$ cat src/rtl/core/imcsc_pkg.sv
`timescale 1ns / 1ps
// ----------------------------------------------------------------------------
// imcsc_pkg
// types, codes and constants shared by the intake mode and colour sort control
// ----------------------------------------------------------------------------
package imcsc_pkg;

	// intake mode codes
	localparam logic [2:0] MODE_OFF     = 3'd0;
	localparam logic [2:0] MODE_FORWARD = 3'd1;
	localparam logic [2:0] MODE_REVERSE = 3'd2;
	localparam logic [2:0] MODE_LOW     = 3'd3;
	localparam logic [2:0] MODE_MIDDLE  = 3'd4;
	localparam logic [2:0] MODE_TOP     = 3'd5;

	// configuration register indexes
	localparam logic [2:0] REG_ALLIANCE_IS_BLUE    = 3'd0;
	localparam logic [2:0] REG_SORT_ENABLE         = 3'd1;
	localparam logic [2:0] REG_PROXIMITY_THRESHOLD = 3'd2;
	localparam logic [2:0] REG_SCORE_LIMIT         = 3'd3;
	localparam logic [2:0] REG_SCORE_TRIGGER       = 3'd4;
	localparam logic [2:0] REG_SCORE_RISE          = 3'd5;
	localparam logic [2:0] REG_SCORE_FALL          = 3'd6;
	localparam logic [2:0] REG_SAMPLE_PERIOD       = 3'd7;

	// roller speeds in rpm
	localparam logic signed [8:0] SPEED_ZERO = 9'sd0;
	localparam logic signed [8:0] SPEED_POS  = 9'sd200;
	localparam logic signed [8:0] SPEED_NEG  = -9'sd200;

	// hue windows in degrees
	localparam logic [8:0] HUE_RED_LO  = 9'd300;
	localparam logic [8:0] HUE_RED_HI  = 9'd360;
	localparam logic [8:0] HUE_BLUE_LO = 9'd215;
	localparam logic [8:0] HUE_BLUE_HI = 9'd250;

	// sample period clamp
	localparam logic [3:0] PERIOD_MIN = 4'd1;
	localparam logic [3:0] PERIOD_MAX = 4'd8;

	// register reset values
	localparam logic       RST_ALLIANCE_IS_BLUE    = 1'b0;
	localparam logic       RST_SORT_ENABLE         = 1'b1;
	localparam logic [7:0] RST_PROXIMITY_THRESHOLD = 8'd40;
	localparam logic [5:0] RST_SCORE_LIMIT         = 6'd10;
	localparam logic [5:0] RST_SCORE_TRIGGER       = 6'd3;
	localparam logic [5:0] RST_SCORE_RISE          = 6'd5;
	localparam logic [5:0] RST_SCORE_FALL          = 6'd3;
	localparam logic [3:0] RST_SAMPLE_PERIOD       = 4'd3;

	localparam int IN_DATA_W  = 24;
	localparam int OUT_DATA_W = 48;

	typedef struct packed {
		logic       alliance_is_blue;
		logic       sort_enable;
		logic [7:0] proximity_threshold;
		logic [5:0] score_limit;
		logic [5:0] score_trigger;
		logic [5:0] score_rise;
		logic [5:0] score_fall;
		logic [3:0] sample_period;
	} cfg_t;

	typedef struct packed {
		logic [5:0] btn;
		logic [7:0] proximity;
		logic [8:0] hue_deg;
	} item_t;

	typedef struct packed {
		logic signed [8:0] back_speed;
		logic signed [8:0] front_speed;
		logic signed [8:0] top_speed;
		logic signed [8:0] index_speed;
		logic              hood_raised;
		logic              tube_out;
		logic [2:0]        mode;
	} result_t;

	typedef struct packed {
		logic [2:0]        mode;
		logic [5:0]        prev_btn;
		logic [5:0]        score;
		logic [2:0]        phase;
		logic signed [8:0] top_cmd;
		logic              hood;
		logic              tube;
	} state_t;

	function automatic logic [2:0] toggle_mode(input logic [2:0] cur, input logic [2:0] target);
		return (cur == target) ? MODE_OFF : target;
	endfunction

endpackage

$ cat src/rtl/core/imcsc_step.sv
`timescale 1ns / 1ps
// ----------------------------------------------------------------------------
// imcsc_step
// next state and roller commands for one control tick
// ----------------------------------------------------------------------------
module imcsc_step (
	input  imcsc_pkg::state_t  st,
	input  imcsc_pkg::cfg_t    cfg,
	input  imcsc_pkg::item_t   item,
	output imcsc_pkg::state_t  st_nxt,
	output imcsc_pkg::result_t res
);
	import imcsc_pkg::*;

	logic [5:0]        rise;
	logic [2:0]        mode;
	logic              hood;
	logic              tube;
	logic              colour_hit;
	logic [6:0]        score_sum;
	logic [5:0]        score;
	logic [3:0]        period;
	logic [3:0]        phase_inc;
	logic signed [8:0] back_v;
	logic signed [8:0] front_v;
	logic signed [8:0] top_v;
	logic signed [8:0] index_v;

	// opposing colour detection
	always_comb begin
		colour_hit = 1'b0;
		if (cfg.sort_enable && (item.proximity > cfg.proximity_threshold)) begin
			if (item.hue_deg inside {[HUE_RED_LO:HUE_RED_HI]}) begin
				colour_hit = cfg.alliance_is_blue;
			end else if (item.hue_deg inside {[HUE_BLUE_LO:HUE_BLUE_HI]}) begin
				colour_hit = !cfg.alliance_is_blue;
			end
		end
	end

	// button edges, later buttons win
	always_comb begin
		rise = item.btn & ~st.prev_btn;
		mode = st.mode;
		hood = st.hood;
		tube = st.tube;
		if (rise[0]) begin
			mode = toggle_mode(mode, MODE_FORWARD);
			if (mode == MODE_FORWARD) begin
				hood = 1'b0;
			end
		end
		if (rise[1]) begin
			mode = toggle_mode(mode, MODE_REVERSE);
		end
		if (rise[2]) begin
			mode = toggle_mode(mode, MODE_MIDDLE);
		end
		if (rise[3]) begin
			mode = toggle_mode(mode, MODE_LOW);
		end
		if (rise[4]) begin
			mode = toggle_mode(mode, MODE_TOP);
			if (mode == MODE_TOP) begin
				hood = 1'b1;
				tube = 1'b0;
			end
		end
		if (rise[5]) begin
			tube = !tube;
		end
	end

	// score and roller speeds
	always_comb begin
		score_sum = {1'b0, st.score} + {1'b0, cfg.score_rise};
		score     = st.score;
		back_v    = SPEED_ZERO;
		front_v   = SPEED_ZERO;
		top_v     = SPEED_ZERO;
		index_v   = SPEED_ZERO;
		case (mode)
			MODE_FORWARD: begin
				if (st.phase == 3'd0) begin
					if (colour_hit) begin
						score = (score_sum < {1'b0, cfg.score_limit}) ? score_sum[5:0]
							: cfg.score_limit;
					end else begin
						score = (st.score > cfg.score_fall) ? st.score - cfg.score_fall
							: 6'd0;
					end
				end
				back_v  = SPEED_POS;
				front_v = SPEED_POS;
				top_v   = (score >= cfg.score_trigger) ? SPEED_NEG : SPEED_POS;
			end
			MODE_REVERSE: begin
				back_v  = SPEED_NEG;
				front_v = SPEED_NEG;
				top_v   = SPEED_NEG;
			end
			MODE_MIDDLE: begin
				back_v  = SPEED_POS;
				front_v = SPEED_POS;
				top_v   = SPEED_NEG;
				index_v = SPEED_POS;
			end
			MODE_LOW: begin
				back_v  = SPEED_POS;
				front_v = SPEED_NEG;
				top_v   = st.top_cmd;
				index_v = SPEED_POS;
			end
			MODE_TOP: begin
				back_v  = SPEED_POS;
				front_v = SPEED_POS;
				top_v   = SPEED_POS;
				index_v = SPEED_POS;
			end
			default: begin
			end
		endcase
	end

	// sample phase, period clamped to 1..8
	always_comb begin
		if (cfg.sample_period < PERIOD_MIN) begin
			period = PERIOD_MIN;
		end else if (cfg.sample_period > PERIOD_MAX) begin
			period = PERIOD_MAX;
		end else begin
			period = cfg.sample_period;
		end
		phase_inc = {1'b0, st.phase} + 4'd1;
	end

	always_comb begin
		st_nxt.mode     = mode;
		st_nxt.prev_btn = item.btn;
		st_nxt.score    = score;
		st_nxt.phase    = (phase_inc >= period) ? 3'd0 : phase_inc[2:0];
		st_nxt.top_cmd  = top_v;
		st_nxt.hood     = hood;
		st_nxt.tube     = tube;

		res.back_speed  = back_v;
		res.front_speed = front_v;
		res.top_speed   = top_v;
		res.index_speed = index_v;
		res.hood_raised = hood;
		res.tube_out    = tube;
		res.mode        = mode;
	end

endmodule

$ cat src/rtl/core/intake_mode_color_sort_control.sv
`timescale 1ns / 1ps
// ----------------------------------------------------------------------------
// intake_mode_color_sort_control
// intake mode sequencing and colour sort for one control tick per beat
// ----------------------------------------------------------------------------
// the input beat is captured in the input register, and its result beat moves into
// the output register when that is empty or its current beat is being taken
// throughput: one tick per cycle unless output stalls, set by the state update loop
// an input register and an output register sit between the two streams, ready
// passes back through them so a stalled output holds off the input once both are full
// reset: mode off, score, phase, edges and solenoids cleared, registers to defaults
// ----------------------------------------------------------------------------
module intake_mode_color_sort_control (
	input  logic        clk,
	input  logic        arst_n,
	// ticks
	input  logic        s_tvalid,
	output logic        s_tready,
	// btn_forward, btn_reverse, btn_middle, btn_low, btn_top, btn_tube,
	// proximity[7:0], hue_deg[8:0], zero pad
	input  logic [23:0] s_tdata,
	// roller commands
	output logic        m_tvalid,
	input  logic        m_tready,
	// back_speed[8:0], front_speed[8:0], top_speed[8:0], index_speed[8:0],
	// hood_raised, tube_out, mode[2:0], zero pad
	output logic [47:0] m_tdata,
	// configuration writes
	input  logic        cfg_valid,
	output logic        cfg_ready,
	input  logic [2:0]  cfg_index,
	input  logic [7:0]  cfg_data
);
	import imcsc_pkg::*;

	cfg_t    cfg_q;
	state_t  st_q;
	state_t  st_nxt;
	item_t   item_s1;
	item_t   item_in;
	logic    valid_s1;
	result_t res_s2;
	result_t res_nxt;
	logic    valid_s2;
	logic    adv_s2;
	logic    take_s1;

	assign item_in.btn       = s_tdata[5:0];
	assign item_in.proximity = s_tdata[13:6];
	assign item_in.hue_deg   = s_tdata[22:14];

	assign adv_s2   = valid_s1 && (!valid_s2 || m_tready);
	assign s_tready = !valid_s1 || adv_s2;
	assign take_s1  = s_tvalid && s_tready;
	assign cfg_ready = 1'b1;

	// configuration registers
	always_ff @(posedge clk or negedge arst_n) begin
		if (!arst_n) begin
			cfg_q.alliance_is_blue    <= RST_ALLIANCE_IS_BLUE;
			cfg_q.sort_enable         <= RST_SORT_ENABLE;
			cfg_q.proximity_threshold <= RST_PROXIMITY_THRESHOLD;
			cfg_q.score_limit         <= RST_SCORE_LIMIT;
			cfg_q.score_trigger       <= RST_SCORE_TRIGGER;
			cfg_q.score_rise          <= RST_SCORE_RISE;
			cfg_q.score_fall          <= RST_SCORE_FALL;
			cfg_q.sample_period       <= RST_SAMPLE_PERIOD;
		end else if (cfg_valid && cfg_ready) begin
			case (cfg_index)
				REG_ALLIANCE_IS_BLUE:    cfg_q.alliance_is_blue    <= cfg_data[0];
				REG_SORT_ENABLE:         cfg_q.sort_enable         <= cfg_data[0];
				REG_PROXIMITY_THRESHOLD: cfg_q.proximity_threshold <= cfg_data;
				REG_SCORE_LIMIT:         cfg_q.score_limit         <= cfg_data[5:0];
				REG_SCORE_TRIGGER:       cfg_q.score_trigger       <= cfg_data[5:0];
				REG_SCORE_RISE:          cfg_q.score_rise          <= cfg_data[5:0];
				REG_SCORE_FALL:          cfg_q.score_fall          <= cfg_data[5:0];
				REG_SAMPLE_PERIOD:       cfg_q.sample_period       <= cfg_data[3:0];
				default: begin
				end
			endcase
		end
	end

	// input register
	always_ff @(posedge clk or negedge arst_n) begin
		if (!arst_n) begin
			valid_s1 <= 1'b0;
		end else if (s_tready) begin
			valid_s1 <= s_tvalid;
		end
	end

	always_ff @(posedge clk) begin
		if (take_s1) begin
			item_s1 <= item_in;
		end
	end

	imcsc_step u_step (
		.st     (st_q),
		.cfg    (cfg_q),
		.item   (item_s1),
		.st_nxt (st_nxt),
		.res    (res_nxt)
	);

	// controller state
	always_ff @(posedge clk or negedge arst_n) begin
		if (!arst_n) begin
			st_q.mode     <= MODE_OFF;
			st_q.prev_btn <= 6'd0;
			st_q.score    <= 6'd0;
			st_q.phase    <= 3'd0;
			st_q.top_cmd  <= SPEED_ZERO;
			st_q.hood     <= 1'b0;
			st_q.tube     <= 1'b0;
		end else if (adv_s2) begin
			st_q <= st_nxt;
		end
	end

	// output register
	always_ff @(posedge clk or negedge arst_n) begin
		if (!arst_n) begin
			valid_s2 <= 1'b0;
		end else if (!valid_s2 || m_tready) begin
			valid_s2 <= valid_s1;
		end
	end

	always_ff @(posedge clk) begin
		if (adv_s2) begin
			res_s2 <= res_nxt;
		end
	end

	assign m_tvalid = valid_s2;
	assign m_tdata  = {7'd0, res_s2.mode, res_s2.tube_out, res_s2.hood_raised,
		res_s2.index_speed, res_s2.top_speed, res_s2.front_speed, res_s2.back_speed};

endmodule

$ cat config.mk
export PLATFORM = sky130hd
export DESIGN_NAME = intake_mode_color_sort_control
export DESIGN_NICKNAME = d
export VERILOG_FILES = /design/src/rtl/core/imcsc_pkg.sv /design/src/rtl/core/imcsc_step.sv /design/src/rtl/core/intake_mode_color_sort_control.sv
export SDC_FILE = /design/constraint.sdc
export NUM_CORES = 1
export LEC_CHECK = 0
export BUFFER_PORTS_ARGS = -buffer_cell sky130_fd_sc_hd__buf_2
export CORE_MARGIN = 4
export CORE_UTILIZATION = 49
export CTS_BUF_LIST = sky130_fd_sc_hd__clkbuf_8
export DETAILED_ROUTE_END_ITERATION = 10
export PLACE_DENSITY = 0.77
export SLEW_MARGIN = 30
export SYNTH_ARGS = -nofsm -noshare
export SYNTH_HDL_FRONTEND = slang
export SYNTH_SLANG_ARGS = --single-unit
$ cat constraint.sdc
create_clock -name clk -period 5.35 [get_ports clk]
set_input_delay 0.535 -clock clk [delete_from_list [all_inputs] [get_ports clk]]
set_output_delay 0.535 -clock clk [all_outputs]
set_load 0.05 [all_outputs]
==> impl_metrics.py, run 1 <==
metrics = {
    "critical_path": {
        "worstPathArrival_ps": 5290,
        "worstSetupPathType": "flip-flop to flip-flop",
        "required_ps": 5550,
        "crit_top_cell": "ha_1",
        "crit_path_end_kind": "flip-flop",
        "cp_max_fo": 7,
        "cpMaxStageDelayCell": "a221oi_4",
        "regToRegSetupSlack_ps": 260,
        "max_stage_delay_ps": 450,
        "path_cells": "ha_1, fa_1, a211oi_2, nor2_1, xnor2_1, ha_1, and3_1, a221oi_4, buf_4, mux2_1, nand4_1, o221a_2, ha_1, nor2b_1, o21ai_0, a221oi_2, buf_4, o32ai_1, o22a_1, a21o_1",
        "worstSetupStartpointType": "flip-flop",
    },
    "floorplanning": {
        "die_w_um": 120,
        "start_util_pct": 50.8,
        "coreArea_mm2": 0.0122,
        "num_rows": 40,
        "fp.dieArea_mm2": 0.0145,
        "num_io_pins": 91,
        "die_h_um": 120,
    },
    "timing": {
        "worst_clock_skew_ps": 10.1,
        "setup_tns_ps": 0,
        "post-route-period-util_pct": 95.1,
        "max_freq_mhz": 197,
        "relSlewSlack_pct": 38.2,
        "min_period_ps": 5090,
        "tightestPinTransition_ps": 928,
        "hold_viol": 0,
        "drv_slew": 0,
        "setup_viol": 0,
    },
    "drt": {
        "vias": 4534,
        "postRouteAntennaNets": 0,
        "wl_per_cell_um": 15.6,
        "dr.pass1.iters": 5,
        "via_per_inst": 5.53,
        "drc": 0,
        "drt-total-wl_um": 12800,
        "drtIter0Drc": 229,
    },
    "run_status": {
        "outcome": "finished, final reports clean",
    },
    "clock_tree": {
        "cts_buffers": 17,
        "clock_path_buffers": 2,
        "htree_levels": 4,
        "cts_tree": "built",
        "clkLatencyLatePin_ps": 440,
        "clock_sinks": 113,
        "hold_buffers": 0,
        "root_buffer": "clkbuf_8",
        "clk_pin_slew_worst_paths_ps": 70,
    },
    "yosys": {
        "synth_area_mm2": 0.00618,
        "synthTopCellsByArea": "dfrtp_1, edfxtp_1, ha_1, dfstp_2, mux2_2",
        "synth_commonest_cells": "dfrtp_1, nand2_1, edfxtp_1, ha_1, inv_1",
        "ys_types": 71,
        "synth_edf_count": 44,
        "ys_seq_elements": 113,
        "ys.flop_type": "dfrtp_1",
        "ys_seq_area_share_pct": 49.6,
        "synth_top_area_share_pct": 22.7,
        "synth.avg_cell_area_um2": 11.0,
        "ys_warn_count": 0,
        "synth_area_leader_cell": "dfrtp_1",
        "synthArstFlopShare_pct": 61.1,
        "syn_inst": 563,
    },
    "pwr": {
        "finalPower_mw": 3.68,
        "p_int_mw": 2.27,
        "powerDensity_mw_per_mm2": 520,
        "clkPwrFrac_pct": 22.2,
        "swShare_pct": 38.2,
        "switching_power_mw": 1.40,
        "power.leakage_nw": 3.16,
        "seqPwrFrac_pct": 33.4,
        "p_comb_share_pct": 44.4,
        "ir_drop_v": 0.000175,
    },
    "global_route": {
        "antenna_found_initial": 0,
        "grt_pass1_wl_um": 21600,
        "track_usage_pct": 18.9,
        "grt_max_degree": 70,
        "use_met3_pct": 6.45,
        "grt_pass1_vias": 4536,
        "globalRoute.totalOverflow": 0,
        "use_met2_pct": 30.0,
        "grt_use_met1_pct": 24.0,
        "top_usage_layer": "met2",
    },
    "finish": {
        "fill_cells": 994,
        "final_cells": 820,
        "areaGrowthSynthToFinish_pct": 14.2,
        "nets": 719,
        "final_util_pct": 58.1,
        "drive_above_1_share_pct": 25.2,
        "n_antenna_cell": 0,
    },
    "placement": {
        "io_buffers": 69,
        "place_congestion": 0.984,
        "dp_cells": 783,
        "post-dp-hpwl_um": 9270,
    },
    "worst_hold_path": {
        "hp-class": "input pin to async pin",
    },
    "flow_run": {
        "max-cap-violations": 0,
    },
}
## what timing repair did
| item | 4_1_cts | 5_1_grt |
|---|---|---|
| resized for setup | 0 | 6 |
| setup buffers | 0 | 6 |
| hold endpoints to repair | 0 | 0 |
| endpoints found under the setup margin | 0 | 10 |
## final cells by class
class / instances / area [µm²] / share of cell area [%]
clock buffer: 20 / 275 / 3.90
tap: 168 / 210 / 2.98
multi-input combinational: 391 / 2810 / 39.8
inverter: 36 / 135 / 1.91
timing repair buffer: 81 / 439 / 6.22
sequential: 113 / 3070 / 43.4
clock inverter: 11 / 124 / 1.75
## cells in the final DEF, fill, tap and decap left out, drive strengths merged, types with 9 or more instances in the layout
| master | netlist | layout |
|---|---|---|
| buf | 30 | 81 |
| nand2 | 56 | 56 |
| dfrtp | 56 | 56 |
| edfxtp | 44 | 44 |
| inv | 36 | 41 |
| ha | 37 | 37 |
| mux2 | 34 | 34 |
| o21ai | 28 | 28 |
| nor2 | 26 | 26 |
| conb | 2 | 20 |
| clkbuf | 11 | 20 |
| nand2b | 13 | 13 |
| dfstp | 13 | 13 |
| a21o | 12 | 12 |
| a21oi | 12 | 12 |
| nor2b | 11 | 11 |
| o211ai | 11 | 11 |
| nor3 | 10 | 10 |
| nand3 | 9 | 9 |
| a31oi | 9 | 9 |
## metal layers
layer	part of all wire, %	up-vias	routed length (µm)
met4	1.7	0	222
met3	7.1	18	906
li1	-	2165	-
met5	0	-	0
met2	47	169	6060
met1	44	2182	5620
## critical path: cells and delay by family (launching register included)
family,cells,cell delay [ps]
and+or+nand+nor,4,520
xor gates and xnor gates,1,210
DFF,1,400
buffers and inverters,2,370
AOI/OAI and AO/OA,8,1830
muxes,1,350
adders and majority gates,4,1150
## state kept, by name, summed over array words and instances (netlist names)
name / flops
st_q: 29
m_tdata: 21
valid_s1: 1
item_s1: 23
m_tvalid: 1
cfg_q: 38
## through the flow
step | area [µm²] | hold WS [ps] | setup slack (ps)
after floorplan | 6250 | 239 | 802
after global placement | 6580 | 445 | 319
after detailed placement | 6580 | 454 | 226
after CTS | 6980 | 238 | 207
after global routing | 7060 | 224 | -49.9
final | 7060 | 188 | 262
## path summary, 6_finish.rpt
check                                      start                     to  cells after the start
min                                       arst_n  cfg_q[34]$_DFFE_PN0P_                      2
min in group clk                     s_tdata[10]  item_s1[13]$_DFFE_PP_                      1
min reg2reg                item_s1[22]$_DFFE_PP_   st_q[25]$_DFFE_PN0P_                      2
max in group asynchronous                 arst_n   st_q[15]$_DFFE_PN0P_                      2
max reg2reg                 st_q[14]$_DFFE_PN0P_  m_tdata[26]$_DFFE_PP_                     20
max                         st_q[14]$_DFFE_PN0P_  m_tdata[26]$_DFFE_PP_                     20
## power groups by stage
stage | sequential, mW | combinational [mW] | clock, mW
floorplan | 1.32 | 1.08 | 0
global placement | 1.23 | 1.41 | 0
detailed placement | 1.24 | 1.48 | 0
CTS | 1.23 | 1.50 | 0.834
global route | 1.25 | 1.80 | 0.876
finish | 1.23 | 1.63 | 0.815
## logic make-up after synthesis
logic type	after synthesis	share of synthesized area, %
AND/OR/NAND/NOR	162	13.2
XOR/XNOR	8	1.13
other	2	0.121
flip-flops	113	49.6
multiplexers	37	6.74
buffers and inverters	77	6.52
adder cells (fa/ha/maj)	39	8.14
AO/OA/AOI/OAI	125	14.6
(Power assumes the default switching activity.)
==> inputs of run 2 (changes only) <==
- PLACE_DENSITY: 0.77 -> 0.8
==> run 2 against run 1 <==
Final area is 0.19% higher. Non-clock buffer count decreased by 5. Core utilization grew 0.11 points. Flip-flop and latch count unchanged. Total power is 1.3% lower. Sequential power about the same. Clock skew shrank 1.0 ps. Die area unchanged. First-iteration DRC count up 0.44%. Worst setup slack improved by 88 ps. Critical path type unchanged. Critical endpoint is now m_tdata[23]$_DFFE_PP_.
==> impl_metrics.py, run 2 (synthesis results as in run 1) <==
metrics = {
    "run_status": {
        "outcome": "finished, final reports clean",
    },
    "global_route": {
        "antenna_found_initial": 0,
        "grt_pass1_wl_um": 20700,
        "track_usage_pct": 17.9,
        "grt_max_degree": 70,
        "grt_pass1_vias": 4414,
        "globalRoute.totalOverflow": 0,
    },
    "clock_tree": {
        "clk_pin_slew_worst_paths_ps": 70,
        "clock_sinks": 113,
        "clock_path_buffers": 2,
        "cts_tree": "built",
        "cts_buffers": 17,
        "htree_levels": 4,
        "root_buffer": "clkbuf_8",
        "hold_buffers": 0,
        "clkLatencyLatePin_ps": 430,
    },
    "floorplanning": {
        "fp.dieArea_mm2": 0.0145,
        "start_util_pct": 50.8,
        "die_w_um": 120,
        "num_rows": 40,
        "coreArea_mm2": 0.0122,
        "num_io_pins": 91,
        "die_h_um": 120,
    },
    "critical_path": {
        "cp_max_fo": 6,
        "reg2reg_depth": 19,
        "worstSetupStartpointType": "flip-flop",
        "worstSetupPathType": "flip-flop to flip-flop",
        "crit_path_end_kind": "flip-flop",
        "required_ps": 5540,
        "worstPathArrival_ps": 5190,
    },
    "drt": {
        "postRouteAntennaNets": 0,
        "drtIter0Drc": 230,
        "via_per_inst": 5.43,
        "dr.pass1.iters": 5,
        "vias": 4433,
        "drt-total-wl_um": 12300,
        "wl_per_cell_um": 15.1,
        "drc": 0,
    },
    "pwr": {
        "power.leakage_nw": 3.15,
        "powerDensity_mw_per_mm2": 513,
        "ir_drop_v": 0.000264,
    },
    "finish": {
        "nets": 714,
        "n_antenna_cell": 0,
        "final_cell_mix": "buf_2, nand2_1, dfrtp_1, edfxtp_1, ha_1",
        "layout_commonest_cell": "buf_2",
        "largest_register_ffs": 38,
        "areaGrowthSynthToFinish_pct": 14.5,
        "max_flop_register": "cfg_q",
        "fill_cells": 992,
        "drive_above_1_share_pct": 24.8,
        "top_regs": "cfg_q x38, st_q x29, item_s1 x23",
    },
    "timing": {
        "drv_slew": 0,
        "fin_ws_ps": 350,
        "whs_ps": 54.1,
        "hold_viol": 0,
        "worst_clock_skew_ps": 9.04,
        "max_freq_mhz": 200,
        "setup_tns_ps": 0,
        "post-route-period-util_pct": 93.5,
        "tightestPinTransition_ps": 793,
        "min_period_ps": 5000,
        "setup_viol": 0,
        "relSlewSlack_pct": 47.1,
        "grt_setup_unrepaired": "false",
    },
    "placement": {
        "place_congestion": 0.956,
        "post-dp-hpwl_um": 9190,
        "pre_cts_ws_ps": 167,
        "io_buffers": 69,
    },
    "flow_run": {
        "max-cap-violations": 0,
    },
    "worst_hold_path": {
        "hp-class": "input pin to async pin",
    },
}
==> run 2: path summary, 6_finish.rpt <==
kind | endpoint | startpoint | slack, ps
worst max-delay path | m_tdata[23]$_DFFE_PP_ | st_q[14]$_DFFE_PN0P_ | 350
worst min-delay path | cfg_q[34]$_DFFE_PN0P_ | arst_n | 50
worst max register to register | m_tdata[23]$_DFFE_PP_ | st_q[14]$_DFFE_PN0P_ | 350
worst min register to register | st_q[25]$_DFFE_PN0P_ | item_s1[22]$_DFFE_PP_ | 470
max in group asynchronous | cfg_q[4]$_DFFE_PN1P_ | arst_n | 4700
min in group clk | item_s1[20]$_DFFE_PP_ | s_tdata[3] | 280
==> run 2: per-stage QoR <==
step | instances | utilization [%] | cell area [µm²] | power, mW
6_report | 816 | 58.2 | 7080 | 3.63
5_1_grt | 816 | 58.2 | 7080 | 3.88
2_1_floorplan | 581 | - | 6250 | 2.40
3_5_place_dp | 782 | 54.1 | 6580 | 2.72
3_3_place_gp | 782 | 54.1 | 6580 | 2.64
4_1_cts | 814 | 57.8 | 7030 | 3.61
==> run 2: what timing repair did <==
item | CTS | global route
endpoints found under the setup margin | 0 | 9
setup buffers | 0 | 1
gates resized for setup | 0 | 2
==> run 2: area by class of cell <==
class                           count  area, µm²  area share [%]
Sequential cell                   113       3070            43.3
Multi-Input combinational cell    391       2800            39.6
Timing Repair Buffer               76        418            5.91
Clock buffer                       21        289            4.08
Tap cell                          168        210            2.97
Clock inverter                     11        159            2.25
Inverter                           36        135            1.91
==> run 2: per-layer routing <==
layer / wire, µm / global-route usage [%] / vias to the layer above
met5: 0 / 0 / -
met4: 224 / 6.02 / 0
met3: 920 / 4.91 / 21
met2: 5790 / 28.7 / 173
met1: 5370 / 23.5 / 2082
li1: - / - / 2157
==> run 2: worst max-delay path: stages, from the launching register on <==
cell and delay, ps:
dfrtp_1 410, ha_1 220, fa_1 410, a211oi_1 320
nor2_1 110, xnor2_1 220, ha_1 280, and3_1 200
a221oi_4 430, buf_4 190, mux2_1 330, nand3_1 130
o221ai_1 150, ha_1 290, nand2_1 60, o21ai_0 80
a221oi_2 360, a2111oi_2 140, o22a_1 260, a21o_1 160
==> run 2: where the power goes <==
part	switching (mW)	internal (mW)
registers	0.123	1.11
logic	0.907	0.605
clock network	0.328	0.552
==> inputs of run 3 (changes only) <==
- CELL_PAD_IN_SITES_DETAIL_PLACEMENT: unset -> 1
- CELL_PAD_IN_SITES_GLOBAL_PLACEMENT: unset -> 1
- CORE_UTILIZATION: 49 -> 47
- PLACE_DENSITY: 0.8 -> 0.93
==> run 3 against run 2 <==
Die area up 4.0%. Sequential power about the same. First-iteration DRC count up 20%. Via count up 6.1%. Critical endpoint unchanged. Largest power group unchanged.
==> impl_metrics.py, run 3 (synthesis results as in run 1) <==
metrics = {
    "timing": {
        "hold_viol": 0,
        "post-route-period-util_pct": 95.3,
        "grt_setup_unrepaired": "false",
        "setup_viol": 0,
        "tightestPinTransition_ps": 806,
        "min_period_ps": 5100,
        "worst_clock_skew_ps": 10.4,
        "fin_ws_ps": 253,
        "max_freq_mhz": 196,
        "setup_tns_ps": 0,
        "drv_slew": 0,
        "relSlewSlack_pct": 46.3,
        "whs_ps": 182,
    },
    "critical_path": {
        "worstSetupPathType": "flip-flop to flip-flop",
        "crit_top_cell": "ha_1",
        "required_ps": 5550,
        "worstSetupStartpointType": "flip-flop",
        "crit_start": "st_q[14]$_DFFE_PN0P_",
        "cpMaxStageDelayCell": "a221oi_4",
        "crit_path_end_kind": "flip-flop",
        "path_cells": "ha_1, fa_1, a211oi_1, nor2_1, xnor2_1, ha_1, and3_1, a221oi_4, buf_4, mux2_1, nand3_1, o211ai_1, ha_1, and3_1, a221oi_4, o32ai_1, o22a_1, a21o_1",
        "max_stage_delay_ps": 480,
        "worstPathArrival_ps": 5300,
        "cp_max_fo": 7,
        "reg2reg_from": "st_q[14]$_DFFE_PN0P_",
        "reg2reg_depth": 18,
    },
    "finish": {
        "nets": 714,
        "final_util_pct": 54.8,
        "final_cells": 820,
        "layout_commonest_cell": "buf_2",
        "final_cell_mix": "buf_2, nand2_1, dfrtp_1, edfxtp_1, ha_1",
        "areaGrowthSynthToFinish_pct": 13.1,
        "postLayoutCellArea_mm2": 0.00699,
        "drive_above_1_share_pct": 24.5,
        "multi_input_area_mm2": 0.00282,
        "largest_register_ffs": 38,
        "fill_cells": 1406,
        "max_flop_register": "cfg_q",
        "seq_area_mm2": 0.00307,
        "top_regs": "cfg_q x38, st_q x29, item_s1 x23",
        "n_antenna_cell": 0,
    },
    "pwr": {
        "finalPower_mw": 3.63,
        "powerDensity_mw_per_mm2": 519,
        "ir_drop_v": 0.000201,
        "power.leakage_nw": 3.11,
    },
    "worst_hold_path": {
        "hp-class": "input pin to async pin",
    },
    "clock_tree": {
        "clkLatencyLatePin_ps": 450,
        "clock_path_buffers": 2,
        "clock_sinks": 113,
        "htree_levels": 4,
        "root_buffer": "clkbuf_8",
        "cts_tree": "built",
        "cts_buffers": 17,
        "clk_pin_slew_worst_paths_ps": 70,
    },
    "drt": {
        "drc": 0,
        "via_per_inst": 5.74,
        "vias": 4704,
        "postRouteAntennaNets": 0,
        "drtIter0Drc": 277,
        "wl_per_cell_um": 19.1,
        "drt-total-wl_um": 15700,
        "dr.pass1.iters": 4,
    },
    "run_status": {
        "outcome": "finished, final reports clean",
    },
    "placement": {
        "pre_cts_ws_ps": 88.1,
        "placed_area_mm2": 0.00659,
        "dp_cells": 786,
        "io_buffers": 69,
        "place_congestion": 0.889,
        "post-dp-hpwl_um": 11500,
    },
    "floorplanning": {
        "fp.dieArea_mm2": 0.0151,
        "coreArea_mm2": 0.0128,
        "num_io_pins": 91,
        "num_rows": 41,
        "die_h_um": 123,
        "die_w_um": 123,
        "start_util_pct": 48.4,
    },
    "global_route": {
        "grt_pass1_vias": 5104,
        "globalRoute.totalOverflow": 0,
        "track_usage_pct": 22.1,
        "grt_pass1_wl_um": 25400,
        "antenna_found_initial": 0,
        "grt_max_degree": 70,
    },
    "flow_run": {
        "max-cap-violations": 0,
    },
}
-- run 3: final timing paths --
path                                          to  slack, ps
max                        m_tdata[23]$_DFFE_PP_        250
min                        cfg_q[34]$_DFFE_PN0P_        180
max reg2reg                m_tdata[23]$_DFFE_PP_        250
min reg2reg                  st_q[4]$_DFFE_PN0P_        480
max in group asynchronous   st_q[15]$_DFFE_PN0P_       4680
min in group clk           item_s1[14]$_DFFE_PP_        260
-- run 3: report_power, final --
| group | switching, mW | leakage (nW) | internal (mW) |
|---|---|---|---|
| Combinational | 1.00 | 1.66 | 0.636 |
| Clock | 0.349 | 0.192 | 0.400 |
| Sequential | 0.133 | 1.25 | 1.11 |
| Total | 1.48 | 3.11 | 2.15 |
-- run 3: layer usage --
layer  vias up  global-route usage, %  part of all wire (%)
met5         -                      0                     0
met4         0                   10.6                   3.1
met3        48                   6.22                   6.4
met2       189                   37.6                    51
met1      2318                   25.7                    40
li1       2149                      -                     -
-- run 3: layout make-up --
cell class | instances | area share (%)
Sequential cell | 113 | 43.8
Multi-Input combinational cell | 391 | 40.3
Timing Repair Buffer | 76 | 5.74
Clock buffer | 17 | 3.35
Tap cell | 172 | 3.08
Inverter | 36 | 1.93
Clock inverter | 15 | 1.81
-- run 3: critical path, delay by kind of cell (launching register included) --
family / cells / cell delay (ps)
flip-flops: 1 / 410
multiplexers: 1 / 330
XOR/XNOR: 1 / 200
buffers and inverters: 1 / 190
adder cells (fa/ha/maj): 4 / 1230
AO/OA/AOI/OAI: 7 / 1830
AND/OR/NAND/NOR: 4 / 660
-- run 3: timing repair --
| item | CTS | global route |
|---|---|---|
| hold buffers | 0 | 0 |
| resized for setup | 0 | 6 |
| endpoints found under the setup margin | 0 | 10 |
| endpoints found under the hold margin | 0 | 0 |
| setup buffers | 0 | 2 |
